### config.mk
export PLATFORM = sky130hd
export DESIGN_NAME = max_distance_seat_allocator
export DESIGN_NICKNAME = d
export VERILOG_FILES = /design/src/mdsa_pkg.sv /design/src/mdsa_ctrl.sv /design/src/mdsa_dp.sv /design/src/max_distance_seat_allocator.sv
export VERILOG_INCLUDE_DIRS = /design/src /design/src/src
export SDC_FILE = /design/constraint.sdc
export NUM_CORES = 1
export LEC_CHECK = 0
export ABC_AREA = 1
export BUFFER_PORTS_ARGS = -buffer_cell sky130_fd_sc_hd__buf_2
export CAP_MARGIN = 40
export CELL_PAD_IN_SITES_DETAIL_PLACEMENT = 0
export CELL_PAD_IN_SITES_GLOBAL_PLACEMENT = 1
export CORE_MARGIN = 5
export CORE_UTILIZATION = 43
export CTS_BUF_LIST = sky130_fd_sc_hd__clkbuf_2 sky130_fd_sc_hd__clkbuf_4 sky130_fd_sc_hd__clkbuf_8
export CTS_CLUSTER_SIZE = 28
export DETAILED_ROUTE_END_ITERATION = 7
export PLACE_DENSITY_LB_ADDON = 0.1
export SLEW_MARGIN = 20
export SYNTH_ARGS = -nofsm -noshare
export SYNTH_HDL_FRONTEND = slang
export SYNTH_HIERARCHICAL = 1
export SYNTH_SLANG_ARGS = --single-unit
### constraint.sdc
create_clock -name i_clk -period 4.1 [get_ports i_clk]
set_input_delay 0.82 -clock i_clk [delete_from_list [all_inputs] [get_ports i_clk]]
set_output_delay 0.82 -clock i_clk [all_outputs]
set_load 0.01 [all_outputs]
### src/max_distance_seat_allocator_assert.svh
// Assertion macros for the seat allocator.
// Needs a clock i_clk and an active-low reset i_rst_n in the including scope.
`ifndef MAX_DISTANCE_SEAT_ALLOCATOR_ASSERT_SVH
`define MAX_DISTANCE_SEAT_ALLOCATOR_ASSERT_SVH
`ifndef SYNTHESIS
// Checks that cond_b holds in the same cycle as cond_a.
`define MDSA_ASSERT_NOW(lbl, cond_a, cond_b) \
    lbl: assert property (@(posedge i_clk) disable iff (!i_rst_n) \
        (cond_a) |-> (cond_b)) else $error("seat allocator check failed");
// Checks that cond_b holds in the cycle after cond_a.
`define MDSA_ASSERT_NEXT(lbl, cond_a, cond_b) \
    lbl: assert property (@(posedge i_clk) disable iff (!i_rst_n) \
        (cond_a) |=> (cond_b)) else $error("seat allocator check failed");
`else
`define MDSA_ASSERT_NOW(lbl, cond_a, cond_b)
`define MDSA_ASSERT_NEXT(lbl, cond_a, cond_b)
`endif
`endif

### src/mdsa_pkg.sv
// Shared types and constants for the seat allocator.
// Used by the controller, the datapath and the top level; depends on nothing.
package mdsa_pkg;

    // Row geometry.
    localparam int MAX_SEATS = 256;
    localparam int SEAT_W    = $clog2(MAX_SEATS);
    localparam int CNT_W     = SEAT_W + 1;

    // Request kinds.
    localparam logic FN_TAKE    = 1'b0;
    localparam logic FN_RELEASE = 1'b1;

    // Result status codes.
    localparam logic [1:0] ST_OK   = 2'd0;
    localparam logic [1:0] ST_FULL = 2'd1;
    localparam logic [1:0] ST_FREE = 2'd2;

    // Commands from the controller to the datapath.
    typedef struct packed {
        logic load;     // capture the input word and clear the scan state
        logic rd;       // issue one occupancy read
        logic rd_seat;  // read at the release seat instead of the scan index
        logic fin;      // form the result from the scan state
        logic commit;   // update the map and load the output word
    } t_cmd;

    // Status from the datapath to the controller.
    typedef struct packed {
        logic func;     // kind of the captured request
        logic idx_last; // scan index points at the last seat in use
    } t_sts;

endpackage

### src/mdsa_ctrl.sv
// Controller state machine of the seat allocator.
// Depends on mdsa_pkg for the command and status structs.
module mdsa_ctrl (
    input  logic           i_clk,
    input  logic           i_rst_n,
    input  logic           i_in_valid,
    output logic           o_in_stall,
    output logic           o_out_valid,
    input  logic           i_out_stall,
    input  mdsa_pkg::t_sts i_sts,
    output mdsa_pkg::t_cmd o_cmd
);
    import mdsa_pkg::*;

    localparam logic [2:0] S_IDLE  = 3'd0;
    localparam logic [2:0] S_SCAN  = 3'd1;
    localparam logic [2:0] S_RELRD = 3'd2;
    localparam logic [2:0] S_WAIT  = 3'd3;
    localparam logic [2:0] S_FIN   = 3'd4;
    localparam logic [2:0] S_DONE  = 3'd5;

    logic [2:0] r_state, n_state;
    logic       r_out_valid, n_out_valid;
    logic       accept;
    logic       out_free;

    assign o_in_stall  = (r_state != S_IDLE);
    assign accept      = i_in_valid && !o_in_stall;
    assign out_free    = !r_out_valid || !i_out_stall;
    assign o_out_valid = r_out_valid;

    // Next state and command decode.
    always_comb begin
        n_state = r_state;
        o_cmd   = '0;
        case (r_state)
            S_IDLE: begin
                if (accept) begin
                    o_cmd.load = 1'b1;
                    n_state    = S_RELRD;
                end
            end
            S_RELRD: begin
                // The first cycle after capture picks the request path.
                if (i_sts.func == FN_RELEASE) begin
                    o_cmd.rd      = 1'b1;
                    o_cmd.rd_seat = 1'b1;
                    n_state       = S_WAIT;
                end else begin
                    n_state = S_SCAN;
                end
            end
            S_SCAN: begin
                o_cmd.rd = 1'b1;
                if (i_sts.idx_last) begin
                    n_state = S_WAIT;
                end
            end
            S_WAIT: begin
                n_state = S_FIN;
            end
            S_FIN: begin
                o_cmd.fin = 1'b1;
                n_state   = S_DONE;
            end
            S_DONE: begin
                if (out_free) begin
                    o_cmd.commit = 1'b1;
                    n_state      = S_IDLE;
                end
            end
            default: begin
                n_state = S_IDLE;
            end
        endcase
    end

    // The output word stays valid until the receiver stops stalling.
    always_comb begin
        if (o_cmd.commit) begin
            n_out_valid = 1'b1;
        end else if (!i_out_stall) begin
            n_out_valid = 1'b0;
        end else begin
            n_out_valid = r_out_valid;
        end
    end

    always_ff @(posedge i_clk) begin
        if (!i_rst_n) begin
            r_state     <= S_IDLE;
            r_out_valid <= 1'b0;
        end else begin
            r_state     <= n_state;
            r_out_valid <= n_out_valid;
        end
    end

endmodule

### src/mdsa_dp.sv
// Datapath of the seat allocator: occupancy map, gap scan and output word.
// Depends on mdsa_pkg for widths, codes and the command and status structs.
module mdsa_dp (
    input  logic                       i_clk,
    input  logic                       i_rst_n,
    input  logic                       i_cfg_we,
    input  logic [mdsa_pkg::CNT_W-1:0] i_cfg_data,
    input  logic                       i_func,
    input  logic [mdsa_pkg::SEAT_W-1:0] i_leave_seat,
    input  mdsa_pkg::t_cmd             i_cmd,
    output mdsa_pkg::t_sts             o_sts,
    output logic [mdsa_pkg::SEAT_W-1:0] o_given_seat,
    output logic [1:0]                 o_status
);
    import mdsa_pkg::*;

    logic [CNT_W-1:0]     r_num_seats;
    logic [MAX_SEATS-1:0] r_occ;
    logic                 r_func;
    logic [SEAT_W-1:0]    r_seat;
    logic [SEAT_W-1:0]    r_idx;
    logic                 r_rd_vld;
    logic                 r_rd_bit;
    logic [SEAT_W-1:0]    r_rd_idx;
    logic                 r_any;
    logic                 r_have;
    logic [SEAT_W-1:0]    r_last;
    logic [SEAT_W-1:0]    r_best_d;
    logic [SEAT_W-1:0]    r_best_p;
    logic [SEAT_W-1:0]    r_res_seat;
    logic [1:0]           r_res_status;
    logic [SEAT_W-1:0]    r_out_seat;
    logic [1:0]           r_out_status;

    logic [CNT_W-1:0]  n_active;
    logic [SEAT_W-1:0] n_m1;
    logic [SEAT_W-1:0] rd_addr;
    logic [SEAT_W-1:0] gap;
    logic [SEAT_W-1:0] half;
    logic [SEAT_W-1:0] end_d;
    logic              end_win;
    logic              rel_ok;
    logic [SEAT_W-1:0] wr_addr;

    // Seats in use: a zero count acts as one, a large count as the full row.
    always_comb begin
        if (r_num_seats == '0) begin
            n_active = CNT_W'(1);
        end else if (r_num_seats > CNT_W'(MAX_SEATS)) begin
            n_active = CNT_W'(MAX_SEATS);
        end else begin
            n_active = r_num_seats;
        end
    end
    assign n_m1 = SEAT_W'(n_active - CNT_W'(1));

    assign o_sts.func     = r_func;
    assign o_sts.idx_last = (r_idx == n_m1);

    // Configuration register.
    always_ff @(posedge i_clk) begin
        if (!i_rst_n) begin
            r_num_seats <= CNT_W'(MAX_SEATS);
        end else if (i_cfg_we) begin
            r_num_seats <= i_cfg_data;
        end
    end

    // Captured request.
    always_ff @(posedge i_clk) begin
        if (i_cmd.load) begin
            r_func <= i_func;
            r_seat <= i_leave_seat;
        end
    end

    // Scan index and registered occupancy read, one seat per cycle.
    assign rd_addr = i_cmd.rd_seat ? r_seat : r_idx;

    always_ff @(posedge i_clk) begin
        if (!i_rst_n) begin
            r_idx    <= '0;
            r_rd_vld <= 1'b0;
        end else begin
            r_rd_vld <= i_cmd.rd;
            if (i_cmd.load) begin
                r_idx <= '0;
            end else if (i_cmd.rd && !i_cmd.rd_seat) begin
                r_idx <= r_idx + SEAT_W'(1);
            end
        end
    end

    always_ff @(posedge i_clk) begin
        if (i_cmd.rd) begin
            r_rd_bit <= r_occ[rd_addr];
            r_rd_idx <= rd_addr;
        end
    end

    // Gap tracking: each occupied seat closes the gap behind it.
    assign gap  = r_rd_idx - r_last;
    assign half = gap >> 1;

    always_ff @(posedge i_clk) begin
        if (i_cmd.load) begin
            r_any    <= 1'b0;
            r_have   <= 1'b0;
            r_last   <= '0;
            r_best_d <= '0;
            r_best_p <= '0;
        end else if (r_rd_vld && r_func == FN_TAKE && r_rd_bit) begin
            if (!r_any) begin
                // Gap at the left end counts in full.
                if (r_rd_idx != '0) begin
                    r_best_d <= r_rd_idx;
                    r_best_p <= '0;
                    r_have   <= 1'b1;
                end
            end else if (gap >= SEAT_W'(2)) begin
                if (!r_have || half > r_best_d) begin
                    r_best_d <= half;
                    r_best_p <= r_last + half;
                    r_have   <= 1'b1;
                end
            end
            r_any  <= 1'b1;
            r_last <= r_rd_idx;
        end
    end

    // Final step: gap at the right end, or the release check.
    assign end_d   = n_m1 - r_last;
    assign end_win = (r_last < n_m1) && (!r_have || end_d > r_best_d);
    assign rel_ok  = ({1'b0, r_seat} < n_active) && r_rd_bit;

    always_ff @(posedge i_clk) begin
        if (i_cmd.fin) begin
            if (r_func == FN_RELEASE) begin
                r_res_seat   <= '0;
                r_res_status <= rel_ok ? ST_OK : ST_FREE;
            end else if (!r_any) begin
                r_res_seat   <= '0;
                r_res_status <= ST_OK;
            end else if (end_win) begin
                r_res_seat   <= n_m1;
                r_res_status <= ST_OK;
            end else if (r_have) begin
                r_res_seat   <= r_best_p;
                r_res_status <= ST_OK;
            end else begin
                r_res_seat   <= '0;
                r_res_status <= ST_FULL;
            end
        end
    end

    // Map update and output word.
    assign wr_addr = (r_func == FN_RELEASE) ? r_seat : r_res_seat;

    always_ff @(posedge i_clk) begin
        if (!i_rst_n) begin
            r_occ <= '0;
        end else if (i_cmd.commit && r_res_status == ST_OK) begin
            r_occ[wr_addr] <= (r_func == FN_TAKE);
        end
    end

    always_ff @(posedge i_clk) begin
        if (i_cmd.commit) begin
            r_out_seat   <= r_res_seat;
            r_out_status <= r_res_status;
        end
    end

    assign o_given_seat = r_out_seat;
    assign o_status     = r_out_status;

endmodule

### src/max_distance_seat_allocator.sv
// Seat allocator top level: controller and datapath, plus a few assertions.
// Depends on mdsa_pkg, mdsa_ctrl, mdsa_dp and max_distance_seat_allocator_assert.svh.
//
// Keeps an occupancy map of a row of num_seats seats, all free after reset. A take
// request returns the free seat farthest from its nearest occupied neighbor (end gaps
// count in full, inner gaps half their width, ties to the lowest index); a release
// request frees the named seat. One request is in flight at a time. A take scans the
// map one seat per cycle through a single read port; a release reads only the named
// seat. A finished word waits in an output register, so a new request is taken as
// soon as the previous one is done.
`include "max_distance_seat_allocator_assert.svh"
module max_distance_seat_allocator (
    input  logic                        i_clk,
    input  logic                        i_rst_n,
    input  logic                        i_cfg_valid,
    output logic                        o_cfg_ready,
    input  logic [mdsa_pkg::CNT_W-1:0]  i_cfg_data,
    input  logic                        i_in_valid,
    output logic                        o_in_stall,
    input  logic                        i_func,
    input  logic [mdsa_pkg::SEAT_W-1:0] i_leave_seat,
    output logic                        o_out_valid,
    input  logic                        i_out_stall,
    output logic [mdsa_pkg::SEAT_W-1:0] o_given_seat,
    output logic [1:0]                  o_status
);
    import mdsa_pkg::*;

    t_cmd cmd;
    t_sts sts;

    // The register can be written at any time.
    assign o_cfg_ready = 1'b1;

    mdsa_ctrl u_ctrl (
        .i_clk       (i_clk),
        .i_rst_n     (i_rst_n),
        .i_in_valid  (i_in_valid),
        .o_in_stall  (o_in_stall),
        .o_out_valid (o_out_valid),
        .i_out_stall (i_out_stall),
        .i_sts       (sts),
        .o_cmd       (cmd)
    );

    mdsa_dp u_dp (
        .i_clk        (i_clk),
        .i_rst_n      (i_rst_n),
        .i_cfg_we     (i_cfg_valid && o_cfg_ready),
        .i_cfg_data   (i_cfg_data),
        .i_func       (i_func),
        .i_leave_seat (i_leave_seat),
        .i_cmd        (cmd),
        .o_sts        (sts),
        .o_given_seat (o_given_seat),
        .o_status     (o_status)
    );

    // An accepted word keeps the input side busy in the next cycle.
    `MDSA_ASSERT_NEXT(a_busy_after_accept, i_in_valid && !o_in_stall, o_in_stall)
    // A failed request never names a seat.
    `MDSA_ASSERT_NOW(a_fail_no_seat, o_out_valid && o_status != ST_OK, o_given_seat == '0)
    // Only the three defined status codes are produced.
    `MDSA_ASSERT_NOW(a_status_code, o_out_valid, o_status <= ST_FREE)

endmodule
==> summary.txt, run 1 <==
Final layout
  • Most common cell after layout, fill and taps aside: nand2_1
  • Finished Layout Cells: roughly 3100
  • NumNets Final: 2572
  • Share of post-route cells with drive strength above 1: 19.9%
  • Most frequent cells in the layout: nand2_1 (416), dfxtp_1 (304), inv_1 (288)
  • Antenna Cells: 0
  • Layout Area Growth over Synthesis: 11.2%
  • Final Core Density: 48.2%

Clock tree
  • CTS tree: built
  • Clk buf depth: 3
  • CTS H-tree depth: 3
  • Clock latency on the worst-skew pair: 0.64 ns
  • Hold Buf Count CTS: 0
  • Clock transition at path regs: 0.06 ns
  • Clock sink total: between 300 and 400
  • Num CTS Buffers: 67
  • CTS root buffer: clkbuf_8

Timing
  • Min cycle time layout: around 3.9 ns
  • Skew final: 0.0245 ns
  • Worst slew margin: 42.7%
  • Setup violators final: 0
  • Worst Tran Pin Value: roughly 0.86 ns
  • Final Hold Slack: 0.369 ns
  • Final TNS setup: 0 ns
  • Slew Viols, Final: 0
  • Crit share post-route: between 90% and 100%
  • Fmax: 256 MHz
  • Hold Fails Final Rpt: 0

Setup path
  • Max incr delay on CP: 0.30 ns
  • Most frequent CP cell: nand2_1
  • CP arrival: between 4 and 5 ns
  • WP data required: between 4 and 5 ns
  • CP Class: reg2reg
  • Reg2reg setup slack: around 0.19 ns
  • CP max stage cell: ha_1
  • CP endpoint kind: flop
  • Kind of start point of the critical path: flop
  • Crit Reg-Reg Startpoint: u_dp/r_num_seats[4]
  • Critical R2R Capture: u_dp/r_res_seat[3]
  • Register-to-Register Path Depth: 29
  • Crit path max fanout: 5

Power and ir drop
  • Power per cell area: 570 nW/um^2
  • Leak: 8.10 nW
  • VDD IR max: 0.000340 V

Global routing
  • First-pass GRT wire length: 98000 um
  • Vias in the first global route: 16500
  • Gr ovfl total: 0
  • GRT Util Overall: 24.7%
  • Pin count of the biggest net entering global routing: 96
  • Initial antenna violation count: 0

Routing
  • Vias: approximately 17000
  • Final antenna-violating net count: 0
  • Vias per cell: 5.55
  • First-pass DRT Iterations: 5
  • Wire per inst: 20.2 um
  • First DRT Iteration DRCs: 1442
  • WL final: 63400 um
  • Drt drc: 0

Synth
  • Cell Area, Synth: 19600 um^2
  • Post-Synth Adder-Cell Area: 3.25%
  • XOR/XNOR Fraction of Synth Area: 0.894%
  • Mapped Cells: 2508
  • Yosys reg bits: about 340
  • Warnings from Yosys: 6
  • Largest family of logic cells by synthesized area: compound AO/OA/AOI/OAI gates
  • Mux contribution to synthesized area: 0%
  • Synth top area cells: dfxtp_1 (31%), nand2_1 (8.0%), a311oi_2 (7.4%)
  • Syn Nets: between 2000 and 3000
  • Synth cell types: 53
  • Synth Area in Compound Gates: 25.6%
  • Mean Syn Cell Area: 7.81 um^2
  • Sequential cell area fraction in the yosys report: 36.9%
  • Top-area cell type share of the netlist area: a little under a third
  • Cell taking the most area after synthesis: dfxtp_1
  • Simple-gate share of the synthesized area: 21.0%

Placement
  • Dpl hpwl: around 40000 um
  • Placed insts: 3028
  • Routability cong.: 0.868
  • Port bufs: 34

Floorplanning
  • Die area: roughly 50000 um^2
  • Core ar.: 45200 um^2
  • Starting Density: a little over two fifths
  • # rows: 78
  • Top Ports: 36
  • Horiz. Die Dim: ~220 um
  • Die height: 223 um

Hold path
  • HP Start: i_leave_seat[2]
  • Hold Path Class: in2reg
  • Hold Path Stages: 1
  • Hold Crit Endpoint: u_dp/r_seat[2]

Outcome
  • Outcome: finished clean

Flow run
  • Max cap viols: 0
==> worst max-delay path: cells and delay by family, from the launching register on <==
kind	cells	cell delay, ns
flip-flops	1	0.29
AO/OA/AOI/OAI	7	0.92
AND/OR/NAND/NOR	12	0.94
adder cells (fa/ha/maj)	3	0.78
XOR/XNOR	2	0.30
buffers and inverters	5	0.42
==> state kept, by name (all words and copies together), names as in the netlist <==
name and flops:
u_dp/r_occ 256, u_dp/r_num_seats 9, u_dp/o_given_seat 8, u_dp/r_best_d 8
u_dp/r_best_p 8, u_dp/r_idx 8, u_dp/r_last 8, u_dp/r_rd_idx 8
u_dp/r_res_seat 8, u_dp/r_seat 8, u_ctrl/r_state 3, u_dp/o_status 2
u_dp/r_res_status 2, u_ctrl/o_out_valid 1, u_dp/r_any 1, u_dp/r_func 1
u_dp/r_have 1, u_dp/r_rd_bit 1, u_dp/r_rd_vld 1
==> stage by stage <==
step | area (um^2) | setup WS, ns | total power, mW
floorplan | 19600 | 0.183 | 7.24
global placement | 20200 | -0.00227 | 8.76
detailed placement | 20300 | -0.0521 | 8.85
CTS | 21700 | 0.0250 | 12.5
global route | 21800 | -0.0315 | 13.2
finish | 21800 | 0.192 | 12.4
==> layout make-up <==
cell class	count	area, um^2
timing repair buffer	121	1040
clock buffer	102	1280
sequential	342	7230
clock inverter	15	95.1
fill	4566	23400
inverter	339	1310
tap	600	751
multi-input combinational	1629	10100
==> synth_stat cells (all sizes together) <==
cell	instances
nand2	435
inv	334
a21oi	322
dfxtp	304
nand3	255
a311oi	223
nor2	147
buf	108
o21ai	101
clkbuf	90
ha	46
edfxtp	38
nor3	21
nand4	19
xor2	15
nand3b	7
o211ai	7
or2	7
a31oi	5
clkinv	5
xnor2	5
fa	3
nor4	3
o21a	2
a21boi	1
a21o	1
a221oi	1
conb	1
o221ai	1
o22ai	1
==> power by group <==
group          internal, mW  switching [mW]
Sequential             3.57           0.173
Combinational          1.55            3.56
Clock                  2.05            1.52
Total                  7.16            5.26
==> cell families after synthesis <==
logic type      Yosys count
simple gates            894
compound gates          665
buf+inv                 537
flops                   342
fa+ha+maj                49
xor+xnor                 20
other cells               1
==> worst max-delay path by stage <==
stage	end	cells after the start	startpoint	slack [ns]
4_1_cts	u_dp/r_res_seat[0]	29	u_dp/r_num_seats[4]	0.03
5_1_grt	u_dp/r_res_seat[0]	29	u_dp/r_num_seats[3]	-0.03
6_report	u_dp/r_res_seat[3]	29	u_dp/r_num_seats[4]	0.19
3_3_place_gp	u_dp/r_res_seat[1]	28	u_dp/r_num_seats[4]	-0.002
3_5_place_dp	u_dp/r_res_seat[2]	29	u_dp/r_num_seats[4]	-0.05
2_1_floorplan	u_dp/r_res_seat[5]	29	u_dp/r_num_seats[4]	0.18
==> what timing repair did <==
action / CTS / global route
buffers inserted: 1 / 2
pin swaps: 0 / 4
endpoints found under the setup margin: 8 / 8
resized for setup: 3 / 23
==> per-layer routing <==
metal	GRT usage (%)	share of wire (%)	up-vias
met2	41.9	48	468
met1	32.1	44	8284
met5	0	0	-
met3	3.97	5.4	95
met4	8.26	2.7	0
li1	-	-	8625
No activity file was read; power rests on OpenSTA's default activity.
==> run 2, diff against run 1 <==
Settings changed: CORE_UTILIZATION 43 to 49, HOLD_SLACK_MARGIN from default to 0.1.
Clock period 4.1 ns to 4.4 ns, I/O delays scaled along.
==> summary.txt, run 2 (same netlist as run 1, synthesis figures left out) <==
Clock tree
  • Clk buf depth: 3 (unchanged)
  • Clock sink total: 342 (unchanged)
  • CTS root buffer: clkbuf_8 (unchanged)
  • CTS tree: built (unchanged)
  • Clock transition at path regs: 0.07 ns (was 0.06 ns)
  • Num CTS Buffers: 60 (was 67)
  • CTS H-tree depth: 2 (was 3)
  • Clock latency on the worst-skew pair: 0.66 ns (was 0.64 ns)

Final layout
  • Largest Register: u_dp/r_occ (unchanged)
  • Max FFs per register: 256 (unchanged)
  • Largest regs: u_dp/r_occ x256, u_dp/r_num_seats x9 (unchanged)
  • Layout Area Growth over Synthesis: 8.52% (was 11.2%)
  • NumNets Final: 2530 (was 2572)
  • Antenna Cells: 0 (unchanged)
  • Most common cell after layout, fill and taps aside: nand2_1 (unchanged)
  • Finished Layout Cells: 3028 (was 3148)
  • Share of post-route cells with drive strength above 1: 18.3% (was 19.9%)
  • Most frequent cells in the layout: nand2_1 (420), dfxtp_1 (304), inv_1 (289) (was nand2_1 (416), dfxtp_1 (304), inv_1 (288))
  • Final Cell Area: 21300 um^2 (was 21800 um^2)

Timing
  • Setup violators final: 0 (unchanged)
  • Hold Fails Final Rpt: 0 (unchanged)
  • Min cycle time layout: 4.03 ns (was 3.91 ns)
  • Slew Viols, Final: 0 (unchanged)
  • Worst Tran Pin Value: 1.25 ns (was 0.860 ns)
  • Worst slew margin: 16.9% (was 42.7%)
  • Fmax: 248 MHz (was 256 MHz)
  • Crit share post-route: 91.7% (was 95.3%)
  • Skew final: 0.0219 ns (was 0.0245 ns)

Global routing
  • Gr ovfl total: 0 (unchanged)
  • GRT Util Overall: 26.9% (was 24.7%)
  • First-pass GRT wire length: 94700 um (was 98000 um)
  • Pin count of the biggest net entering global routing: 190 (was 96)
  • Initial antenna violation count: 0 (unchanged)
  • Vias in the first global route: 16300 (was 16500)

Routing
  • First DRT Iteration DRCs: 1466 (was 1442)
  • Drt drc: 0 (unchanged)
  • Vias per cell: 5.77 (was 5.55)
  • Vias: 17500 (about the same)
  • WL final: 60600 um (was 63400 um)
  • Final antenna-violating net count: 0 (unchanged)
  • First-pass DRT Iterations: 5 (unchanged)
  • Wire per inst: 20.0 um (was 20.2 um)

Floorplanning
  • Top Ports: 36 (unchanged)
  • Horiz. Die Dim: 210 um (was 223 um)
  • # rows: 73 (was 78)
  • Core ar.: 39600 um^2 (was 45200 um^2)
  • Die height: 210 um (was 223 um)
  • Starting Density: 49.4% (was 43.3%)
  • Die area: 44100 um^2 (was 49900 um^2)

Power and ir drop
  • Leak: 7.86 nW (was 8.10 nW)
  • Power per cell area: 527 nW/um^2 (was 570 nW/um^2)
  • Logic pwr share: 41.1% (about the same)
  • VDD IR max: 0.000412 V (was 0.000340 V)
  • Seq pwr share: 31.1% (was 30.1%)
  • Clk pwr share: 27.8% (was 28.8%)
  • Cell Int Power: 6.44 mW (was 7.16 mW)
  • Switch Pwr: 4.77 mW (was 5.26 mW)
  • Switching Fraction: 42.5% (was 42.3%)
  • Power Total: 11.2 mW (was 12.4 mW)

Setup path
  • CP max stage cell: dfxtp_1 (was ha_1)
  • Max incr delay on CP: 0.30 ns (about the same)
  • Most frequent CP cell: nand2_1 (unchanged)
  • CP arrival: 4.43 ns (was 4.29 ns)
  • Kind of start point of the critical path: flop (unchanged)
  • WP data required: 4.80 ns (was 4.48 ns)
  • CP Class: reg2reg (unchanged)
  • CP endpoint kind: flop (unchanged)
  • Crit path max fanout: 8 (was 5)

Flow run
  • Max cap viols: 0 (unchanged)

Placement
  • Routability cong.: 0.875 (was 0.868)
  • Placed insts: 2918 (was 3028)
  • Placement-stage cell area: 19900 um^2 (was 20300 um^2)
  • Dpl hpwl: 37400 um (was 39800 um)
  • Port bufs: 34 (unchanged)

Hold path
  • Hold Path Class: in2reg (unchanged)

Outcome
  • Outcome: finished clean (unchanged)
run 2: cell types whose count changed in the layout (fill, tap and decap cells not counted), sizes merged:
cell	previous run	this run
buf	121	86
bufinv	1	0
clkinv	17	6
clkbuf	102	104
run 2: timing repair:
item                       4_1_cts  5_1_grt
hold buffers                     0        0
buffers inserted                 0        1
setup endpoints to repair        0        8
gates resized for setup          0        9
run 2: path summary, 6_finish.rpt:
check / from / end / slack [ns] / depth (start not counted)
max: u_dp/r_num_seats[3] / u_dp/r_res_seat[0] / 0.37 / 29
min: i_leave_seat[5] / u_dp/r_seat[5] / 0.40 / 1
max reg2reg: u_dp/r_num_seats[3] / u_dp/r_res_seat[0] / 0.37 / 29
min reg2reg: u_dp/r_res_status[0] / u_dp/o_status[0] / 0.46 / 0
run 2: power by group through the flow:
stage	clock, mW	sequential [mW]	combinational (mW)
3_3_place_gp	0	3.55	4.47
2_1_floorplan	0	3.46	3.29
5_1_grt	3.34	3.50	5.11
6_report	3.12	3.49	4.60
3_5_place_dp	0	3.55	4.54
4_1_cts	3.20	3.49	4.56
run 2: area by class of cell:
cell class	count	area, um^2
multi-input combinational	1629	10000
fill	3944	18400
tap	525	657
sequential	342	7230
inverter	339	1310
clock inverter	3	20.0
clock buffer	104	1260
timing repair buffer	86	739
run 2: per-stage QoR:
stage | setup slack [ns] | setup TNS, ns | hold slack (ns) | utilization (%)
floorplan | 0.483 | 0 | 0.427 | -
global placement | 0.200 | 0 | 0.446 | 49.9
detailed placement | 0.0748 | 0 | 0.457 | 50.2
CTS | 0.0492 | 0 | 0.349 | 53.4
global route | -0.0308 | -0.0629 | 0.375 | 53.6
finish | 0.366 | 0 | 0.403 | 53.6
run 2: layer usage:
layer	part of all wire [%]	GRT usage (%)
met4	3.8	10.5
met1	44	35.4
met2	47	45.1
met5	0	0
met3	5.5	3.68
run 2: critical path: cells and delay by family (launching register included):
family          cells  cell delay [ns]
simple gates       11             0.86
buf+inv             5             0.47
flops               1             0.30
fa+ha+maj           3             0.73
compound gates      8             1.16
xor+xnor            2             0.24
